### src/rtl/slc_pkg.sv
// package with shared types and constants of the cache lookup block
`timescale 1ns / 1ps
`default_nettype none
package slc_pkg;

    localparam int ADDR_W     = 32;
    localparam int TAG_W      = 30;
    localparam int RANK_W     = 3;
    localparam int CNT_W      = 32;
    localparam int VIDX_W     = 10;
    localparam int IB_W       = 4;
    localparam int OB_W       = 3;
    localparam int WCFG_W     = 4;
    localparam int CFG_IDX_W  = 2;
    localparam int CFG_DATA_W = 4;
    localparam int RECIP_SH   = 20;
    localparam int RECIP_W    = RECIP_SH + 1;

    localparam logic [IB_W-1:0]   IDX_BITS_MAX = 4'd10;
    localparam logic [OB_W-1:0]   OFS_BITS_MIN = 3'd2;
    localparam logic [RANK_W-1:0] RANK_MAX     = 3'd7;

    localparam logic [IB_W-1:0]   RST_INDEX_BITS  = 4'd10;
    localparam logic [OB_W-1:0]   RST_OFFSET_BITS = 3'd2;
    localparam logic [WCFG_W-1:0] RST_WAYS_IN_USE = 4'd1;

    localparam logic [CFG_IDX_W-1:0] CFG_INDEX_BITS  = 2'd0;
    localparam logic [CFG_IDX_W-1:0] CFG_OFFSET_BITS = 2'd1;
    localparam logic [CFG_IDX_W-1:0] CFG_WAYS_IN_USE = 2'd2;

    typedef enum logic [2:0] {
        ST_CLEAR,
        ST_IDLE,
        ST_MUL1,
        ST_MUL2,
        ST_SET,
        ST_UPD
    } t_state;

    typedef struct packed {
        logic clr_wr;
        logic capture;
        logic mul1;
        logic mul2;
        logic set_rd;
        logic commit;
    } t_ctrl_cmd;

    typedef struct packed {
        logic clr_last;
        logic out_free;
    } t_dp_sts;

endpackage
`default_nettype wire

### src/rtl/slc_ctrl.sv
// controller state machine sequencing clear pass, set computation and update
`timescale 1ns / 1ps
`default_nettype none
module slc_ctrl (
    input  wire                  i_clk,
    input  wire                  i_rst_n,
    input  wire                  i_in_valid,
    output logic                 o_in_ready,
    output slc_pkg::t_ctrl_cmd   o_cmd,
    input  slc_pkg::t_dp_sts     i_sts
);
    import slc_pkg::*;

    t_state r_state;
    t_state n_state;

    always_ff @(posedge i_clk) begin
        if (!i_rst_n) begin
            r_state <= ST_CLEAR;
        end else begin
            r_state <= n_state;
        end
    end

    always_comb begin
        n_state    = r_state;
        o_cmd      = '0;
        o_in_ready = 1'b0;
        unique case (r_state)
            ST_CLEAR: begin
                o_cmd.clr_wr = 1'b1;
                if (i_sts.clr_last) begin
                    n_state = ST_IDLE;
                end
            end
            ST_IDLE: begin
                o_in_ready = 1'b1;
                if (i_in_valid) begin
                    o_cmd.capture = 1'b1;
                    n_state       = ST_MUL1;
                end
            end
            ST_MUL1: begin
                o_cmd.mul1 = 1'b1;
                n_state    = ST_MUL2;
            end
            ST_MUL2: begin
                o_cmd.mul2 = 1'b1;
                n_state    = ST_SET;
            end
            ST_SET: begin
                o_cmd.set_rd = 1'b1;
                n_state      = ST_UPD;
            end
            ST_UPD: begin
                // hold the read row until the result register can take the result
                if (i_sts.out_free) begin
                    o_cmd.commit = 1'b1;
                    n_state      = ST_IDLE;
                end
            end
            default: begin
                n_state = ST_IDLE;
            end
        endcase
    end

endmodule
`default_nettype wire

### config.mk
export PLATFORM = sky130hd
export DESIGN_NAME = slc_ctrl
export DESIGN_NICKNAME = d
export VERILOG_FILES = /design/src/rtl/slc_pkg.sv /design/src/rtl/slc_ctrl.sv
export SDC_FILE = /design/constraint.sdc
export NUM_CORES = 1
export LEC_CHECK = 0
export ABC_AREA = 1
export ABC_CLOCK_PERIOD_IN_PS = 1100
export BUFFER_PORTS_ARGS = -buffer_cell sky130_fd_sc_hd__buf_2
export CAP_MARGIN = 5
export CELL_PAD_IN_SITES_DETAIL_PLACEMENT = 0
export CELL_PAD_IN_SITES_GLOBAL_PLACEMENT = 1
export CORE_AREA = 2 2 39 41
export CTS_CLUSTER_SIZE = 20
export DETAILED_ROUTE_END_ITERATION = 7
export DIE_AREA = 0 0 41 43
export HOLD_SLACK_MARGIN = 0.1
export PLACE_DENSITY = 0.53
export SYNTH_ARGS = -nofsm -noshare
export SYNTH_HDL_FRONTEND = slang
export SYNTH_SLANG_ARGS = --single-unit
### constraint.sdc
create_clock -name i_clk -period 1.1 [get_ports i_clk]
set_input_delay 0.22 -clock i_clk [delete_from_list [all_inputs] [get_ports i_clk]]
set_output_delay 0.22 -clock i_clk [all_outputs]
set_load 0.05 [all_outputs]
==> run metrics, run 1 <==
Top Registers r_state: 3 flops; Slowest cell on crit path dfxtp_4; Yosys top cell by area dfxtp_1; gp weighted congestion 0.680; # rows 14; DR pass1 iterations 2; fin nets 68; clk buf depth 2; Ant. Diodes 0; status finished with violations; Slew @ Worst Pin 0.138 ns; Seq/Total Area, Yosys 28.2%; synthesized instance count 36; worst path cell trace inv_4, nor2_4, nand2_4, nor2_4, buf_8; Synth Warn # 0; DRC viols 0; DRT antenna net count 0; Tmin final 1.28 ns; H-tree levels 1; RSZ-0062 raised after global routing true; Die ar. roughly 0.0018 mm^2; Chip Width about 40 um; non-filler cells, final 78; violated checks negative setup slack; CTS root buffer clkbuf_4; TritonCTS Buffers 3; Final HPWL DP 498 um; met3 WL 38 um; first-pass GRT wire length between 1 and 1.5 mm; worst r2r src r_state[0]$_SDFFE_PN0P_; dominant cells by area after synthesis dfxtp_1 (28%), inv_1 (16%), nor2_2 (12%); vias in the first global route ~290; Die Y 43 um; Setup TNS -1.09 ns; worst setup margin -0.185 ns; fmax 0.778 GHz; Period Utilization, post-route 117%; Final setup viols 8; Biggest register r_state; top cell type's share of synthesized area 28.2%; layout cells sized above 1 74.2%; largest net degree at the start of global routing 7; area post-placement 404 um^2; Leak 0.264 nW; Async S/R FF share, synth 0%; Buf/Inv on CP 2; nature of the critical path endpoint output pin; Starting Density 15.4%; Highest Signal Layer met3; PwrDens ~1200 mW/mm^2; most common cell in the synthesized netlist inv_1; hold path start i_rst_n; Final Hold Fails 0; CTS tree built; CP max FO 5; crit-path max cell delay 0.37 ns; critical path arrival 1.06 ns; Slew HR between 90 and 100%; max_cap viols 0; io pins 12; vias 297; pre-CTS setup slack -0.0959 ns; Area Overhead vs Synth 161%; Post-CTS Hold Fix Bufs 0; Util after Layout approximately two fifths; starting DRC count in detailed routing 5; Synth Register Bits 3; clk_skew 0.000537 ns; Post-Synthesis Mean Instance Area 5.91 um^2; overall power 0.689 mW; worst setup path startpoint r_state[0]$_SDFFE_PN0P_; Post-synth EDFFs 0; DRT Wirelength 624 um; most used cell along the critical path nor2_4; placed cell count 71; PortBufs 11; WS Path Type reg2out; max reg flops 3; WL met2 roughly 300 um; main flop type after synthesis dfxtp_1; vias per cell 3.81; clk_lat worst skew 0.23 ns; Synth Cell Area approximately 210 um^2; Reg clk slew, reported paths 0.04 ns; filler cell count 154; Setup crit start kind flip-flop; WHS 0.228 ns; Worst IR Drop VDD 0.427 mV; global route overflow 0; syn nets 41; Clock Sink Count 3; reg-to-reg slack, setup 0 ns; Tot GR Track Use 9.73%; antenna violations before repair 0; DRT met1 WL 278 um; Cell variety after synth 12; min-delay worst type in2reg; critical path required time 0.88 ns; top cells by count, synth inv_1 (9), nand2_1 (6), nor2_1 (5); Worst path top cell family by delay flip-flops; DR WL/cell 8.00 um; Core ar. roughly 0.0014 mm^2; post-route cell area 556 um^2; fin. max-slew vios 0
==> area by class of cell <==
cell class,count,area (um^2),share of cell area (%)
repair buffers,22,208,37.4
clock buffers,4,26.3,4.73
flip-flops and latches,3,71.3,12.8
well taps,16,20.0,3.60
multi-input cells,22,179,32.2
inverters,11,51.3,9.23
==> power breakdown <==
part | switching, mW | total, mW | internal (mW)
clock | 0.0512 | 0.187 | 0.136
sequential | 0.0251 | 0.146 | 0.121
combinational | 0.192 | 0.357 | 0.165
==> cells by family (layout without fill, tap and decap cells) <==
group / after synthesis / in the layout / share of synthesized area, %
and+or+nand+nor: 20 / 20 / 45.3
buffers and inverters: 11 / 37 / 19.4
DFF: 3 / 3 / 28.2
AOI/OAI and AO/OA: 2 / 2 / 7.06
==> layer usage <==
layer	vias to the layer above	global-route usage (%)
met4	0	8.00
met5	-	0
li1	160	-
met1	128	12.8
met3	0	1.57
met2	9	13.1
==> worst register-to-register path: cells and delay by family (launching register included) <==
family,cells,cell delay (ns)
AND/OR/NAND/NOR,5,0.34
buffers and inverters,3,0.30
flip-flops,1,0.36
==> what timing repair did <==
action                                 in CTS  in global routing
pin swaps                                   6                  5
gates cloned                                0                  0
setup endpoints to repair                   8                  9
resized for setup                          25                  8
setup buffers                               3                  1
endpoints found under the hold margin       0                  0
==> path summary, 6_finish.rpt <==
kind                                           endpoint  cells past startpoint
worst max-delay path                           o_cmd[4]                      5
worst min-delay path            r_state[2]$_SDFFE_PN0P_                      3
worst max register to register  r_state[0]$_SDFFE_PN0P_                      8
worst min register to register  r_state[2]$_SDFFE_PN0P_                      2
==> cell usage in the layout, fill, tap and decap left out, drive strengths merged <==
| cell type | instances |
|---|---|
| buf | 22 |
| inv | 10 |
| nor2 | 9 |
| nand2 | 6 |
| clkbuf | 4 |
| dfxtp | 3 |
| nand3 | 3 |
| nor3 | 2 |
| clkinv | 1 |
| a31oi | 1 |
| o21ai | 1 |
Note: power is estimated with default switching activity, not from simulation.
==> inputs of run 2 (changes only) <==
--- a/config.mk
+++ b/config.mk
@@ -7,7 +7,6 @@
 export LEC_CHECK = 0
 export ABC_AREA = 1
 export ABC_CLOCK_PERIOD_IN_PS = 1100
-export BUFFER_PORTS_ARGS = -buffer_cell sky130_fd_sc_hd__buf_2
 export CAP_MARGIN = 5
 export CELL_PAD_IN_SITES_DETAIL_PLACEMENT = 0
 export CELL_PAD_IN_SITES_GLOBAL_PLACEMENT = 1
@@ -15,8 +14,9 @@
 export CTS_CLUSTER_SIZE = 20
 export DETAILED_ROUTE_END_ITERATION = 7
 export DIE_AREA = 0 0 41 43
+export DONT_BUFFER_PORTS = 1
 export HOLD_SLACK_MARGIN = 0.1
-export PLACE_DENSITY = 0.53
+export PLACE_DENSITY_LB_ADDON = 0.05
 export SYNTH_ARGS = -nofsm -noshare
 export SYNTH_HDL_FRONTEND = slang
 export SYNTH_SLANG_ARGS = --single-unit
==> run 2 against run 1 <==
Against the previous run:
- the run still ends with negative setup slack left
- non-clock buffer count shrank 6
- largest cell class unchanged
- maximum frequency shrank 1.5%
- final area unchanged
- combinational power shrank 3%
- via count did not move
- clock-buffer cell count did not move
- die area did not move
- total power down 1.6%
- first-iteration DRC count down 60%
- utilization unchanged
- sequential share of layout area did not move
==> run metrics, run 2 (same netlist as run 1, synthesis figures left out) <==
first-pass GRT wire length roughly 1.3 mm; Slew HR 88.6%; CTS tree built; Area Overhead vs Synth 161%; DRC viols 0; DRT antenna net count 0; Int Power 0.410 mW; antenna violations before repair 0; critical path arrival between 1 and 1.5 ns; Final setup viols 7; DR WL/cell 9.40 um; starting DRC count in detailed routing 2; sequential share of power a little over a fifth; global route overflow 0; Core ar. between 0.001 and 0.0015 mm^2; worst setup margin -0.204 ns; min-delay worst type in2reg; critical path required time around 0.9 ns; io pins 12; gp weighted congestion around 0.73; Starting Density 15.4%; clk_lat worst skew 0.23 ns; TritonCTS Buffers 3; Reg clk slew, reported paths approximately 0.040 ns; Top Registers r_state: 3 flops; Period Utilization, post-route 119%; Ant. Diodes 0; switching power between 0.2 and 0.3 mW; non-filler cells, final 72; Slew @ Worst Pin 0.171 ns; RSZ-0062 raised after global routing true; Tmin final 1.30 ns; fin nets 62; Chip Width 41 um; pre-CTS setup slack -0.0339 ns; Die ar. 0.00176 mm^2; WS Path Type reg2out; commonest non-fill, non-tap cells in the layout inv_1 (7), buf_4 (7), buf_12 (6); CP max FO 5; fmax between 0.7 and 0.8 GHz; clk_skew 0.00209 ns; largest net degree at the start of global routing 6; max reg flops 3; vias 297; vias per cell 4.13; clk buf depth 2; DR pass1 iterations 2; Tot GR Track Use between 10% and 20%; Die Y 43 um; max_cap viols 0; Final HPWL DP 533 um; Leak 0.243 nW; # rows 14; Logic pwr share 50.9%; Sw Share 39.6%; H-tree levels 1; CTS root buffer clkbuf_4; Worst IR Drop VDD roughly 0.57 mV; WHS ~0.12 ns; status finished with violations; Setup crit start kind flip-flop; Clock Sink Count 3; nature of the critical path endpoint output pin; PortBufs 0; layout cells sized above 1 73.2%; fin. max-slew vios 0; Final Hold Fails 0; vias in the first global route 336; Biggest register r_state; violated checks negative setup slack; DRT Wirelength 677 um; overall power 0.678 mW; placed cell count 63; PwrDens 1220 mW/mm^2; clock network power share ~28%
run 2: cell count changes in the layout (fill, tap and decap cells not counted), moves of 2 or more:
| cell | before | now |
|---|---|---|
| buf_12 | 0 | 6 |
| buf_2 | 4 | 0 |
| buf_6 | 6 | 2 |
| buf_8 | 4 | 0 |
| nand2_1 | 4 | 2 |
| nand2_2 | 0 | 3 |
run 2: repair_timing:
item | in CTS | in global routing
hold buffers | 1 | 0
resized for setup | 8 | 7
pin swaps | 4 | 3
endpoints found under the hold margin | 2 | 0
buffers inserted | 2 | 2
setup endpoints to repair | 7 | 7
run 2: final timing paths:
path	startpoint	to	slack (ns)	cells past startpoint
worst max-delay path	r_state[2]$_SDFFE_PN0P_	o_cmd[0]	-0.20	3
worst min register to register	r_state[2]$_SDFFE_PN0P_	r_state[2]$_SDFFE_PN0P_	0.67	3
worst min-delay path	i_rst_n	r_state[0]$_SDFFE_PN0P_	0.12	2
worst max register to register	r_state[0]$_SDFFE_PN0P_	r_state[2]$_SDFFE_PN0P_	0.07	5
run 2: critical path, cell delays in order, from the launching register on:
cell and delay, ns:
dfxtp_4 0.39, nand2_2 0.09, nor3_4 0.21, buf_12 0.16
run 2: power groups by stage:
stage | clock [mW] | sequential [mW] | combinational, mW
after floorplan | 0 | 0.141 | 0.186
after global placement | 0 | 0.142 | 0.296
after detailed placement | 0 | 0.141 | 0.295
after CTS | 0.200 | 0.139 | 0.331
after global routing | 0.216 | 0.145 | 0.369
final | 0.190 | 0.143 | 0.345
run 2: layout make-up:
class	count	area, um^2
clock buffers	4	26.3
fillers	152	828
inverters	11	48.8
multi-input cells	22	184
flip-flops and latches	3	71.3
well taps	16	20.0
repair buffers	16	205
run 2: per-stage QoR:
step,TNS [ns],instance area (um^2),util (%)
after global placement,-0.0880,447,32.3
after detailed placement,-0.0679,447,32.3
final,-1.13,556,40.1
after CTS,-1.17,522,37.7
after floorplan,-0.261,269,-
after global routing,-1.56,556,40.1
run 2: layer usage:
metal | vias to the layer above | wire (um) | global-route usage, %
li1 | 146 | - | -
met1 | 141 | 212 | 10.3
met2 | 10 | 402 | 17.5
met3 | 0 | 62 | 7.33
met4 | 0 | 0 | 4.00
met5 | - | 0 | 0
==> inputs of run 3 (changes only) <==
--- a/config.mk
+++ b/config.mk
@@ -17,6 +17,7 @@
 export DONT_BUFFER_PORTS = 1
 export HOLD_SLACK_MARGIN = 0.1
 export PLACE_DENSITY_LB_ADDON = 0.05
+export SKIP_CTS_REPAIR_TIMING = 1
 export SYNTH_ARGS = -nofsm -noshare
 export SYNTH_HDL_FRONTEND = slang
 export SYNTH_SLANG_ARGS = --single-unit
==> run 3 against run 2 <==
Against the previous run:
- the run still ends with negative setup slack left
- maximum frequency is 0.21% lower
- non-clock buffer count is 3 lower
- register-to-register slack hardly changed
- sequential power hardly changed
- final area is 7.2% lower
- first-iteration DRC count is 50% lower
==> run metrics, run 3 (same netlist as run 1, synthesis figures left out) <==
status finished with violations; violated checks negative setup slack; layout cells sized above 1 64.2%; PwrDens 1270 mW/mm^2; RSZ-0062 raised after global routing true; clk buf depth 2; Slowest cell on crit path dfxtp_2; Final HPWL DP around 530 um; fmax 0.765 GHz; global route overflow 0; Biggest register r_state; nature of the critical path endpoint output pin; PortBufs 0; min-delay worst type in2reg; vias in the first global route 300; commonest non-fill, non-tap cell in the layout inv_1; Die ar. 0.00176 mm^2; fin nets slightly below 60; Reg clk slew, reported paths 0.04 ns; Leak around 0.22 nW; vias 282; worst path cell trace buf_12, nor3_2, buf_4; largest net degree at the start of global routing 6; first-pass GRT wire length between 1 and 1.5 mm; DRC viols 0; clk_skew 0.00200 ns; gp weighted congestion 0.731; Final Hold Fails 0; starting DRC count in detailed routing 1; critical path required time about 0.88 ns; commonest non-fill, non-tap cells in the layout inv_1 (8), buf_12 (6), buf_4 (5); max reg flops 3; Tot GR Track Use 9.84%; overall power 0.655 mW; pre-CTS setup slack -0.0339 ns; Ant. Diodes 0; H-tree levels 1; Slew @ Worst Pin 0.171 ns; max_cap viols 0; Top Registers r_state: 3 flops; DR pass1 iterations 2; Starting Density 15.4%; TritonCTS Buffers 3; Clock Sink Count 3; antenna violations before repair 0; clk_lat worst skew about 0.23 ns; worst setup margin -0.207 ns; WS Path Type reg2out; Area Overhead vs Synth 142%; fin. max-slew vios 0; Die Y 43 um; vias per cell approximately 4.1; Chip Width 41 um; reg-to-reg slack, setup ~0.06 ns; Worst IR Drop VDD 0.548 mV; DRT antenna net count 0; io pins 12; Final setup viols 7; Period Utilization, post-route 119%; critical path arrival around 1.1 ns; CTS root buffer clkbuf_4; Setup crit start kind flip-flop; CP max FO 4; # rows 14; Tmin final about 1.3 ns; CTS tree built; DRT Wirelength 635 um; crit-path max cell delay 0.34 ns; Core ar. 0.00138 mm^2; Slew HR 88.6%; DR WL/cell between 9 and 10 um
==> run 3: cell types whose count changed in the layout (fill, tap and decap cells not counted), sizes merged <==
cell	delta
buf	-3
==> run 3: layer usage <==
metal | vias up | track usage, % | wire length [um] | share of wire, %
met5 | - | 0 | 0 | 0
met4 | 0 | 4.00 | 0 | 0
met3 | 0 | 6.81 | 49 | 7.7
met2 | 9 | 14.7 | 369 | 58
met1 | 131 | 10.3 | 215 | 34
li1 | 142 | - | - | -
==> run 3: layout make-up <==
cell class,instances,area [um^2]
Multi-Input combinational cell,22,165
Sequential cell,3,68.8
Timing Repair Buffer,13,179
Tap cell,16,20.0
Inverter,11,56.3
Clock buffer,4,26.3
Fill cell,152,868
==> run 3: final timing paths <==
| path | startpoint | end | depth (start not counted) |
|---|---|---|---|
| max | r_state[1]$_SDFFE_PN0P_ | o_cmd[5] | 3 |
| min | i_rst_n | r_state[2]$_SDFFE_PN0P_ | 2 |
| max reg2reg | r_state[1]$_SDFFE_PN0P_ | r_state[1]$_SDFFE_PN0P_ | 6 |
| min reg2reg | r_state[2]$_SDFFE_PN0P_ | r_state[2]$_SDFFE_PN0P_ | 2 |
==> run 3: per-stage QoR <==
step	area, um^2	TNS, ns	instances	hold WS [ns]	utilization (%)
2_1_floorplan	269	-0.261	36	0.328	-
3_3_place_gp	447	-0.0880	63	0.336	32.3
3_5_place_dp	447	-0.0679	63	0.335	32.3
4_1_cts	473	-1.63	67	0.0926	34.2
6_report	515	-1.19	69	0.0963	37.3
5_1_grt	515	-1.64	69	0.102	37.3
==> run 3: worst max-delay path, delay by kind of cell (launching register included) <==
| kind | cells | cell delay, ns |
|---|---|---|
| buffers and inverters | 2 | 0.35 |
| flip-flops | 1 | 0.34 |
| AND/OR/NAND/NOR | 1 | 0.16 |
==> run 3: power by group <==
| part | switching (mW) | internal [mW] | leakage (nW) |
|---|---|---|---|
| clock network | 0.0550 | 0.136 | 0.0150 |
| registers | 0.0195 | 0.121 | 0.0264 |
| logic | 0.186 | 0.138 | 0.182 |
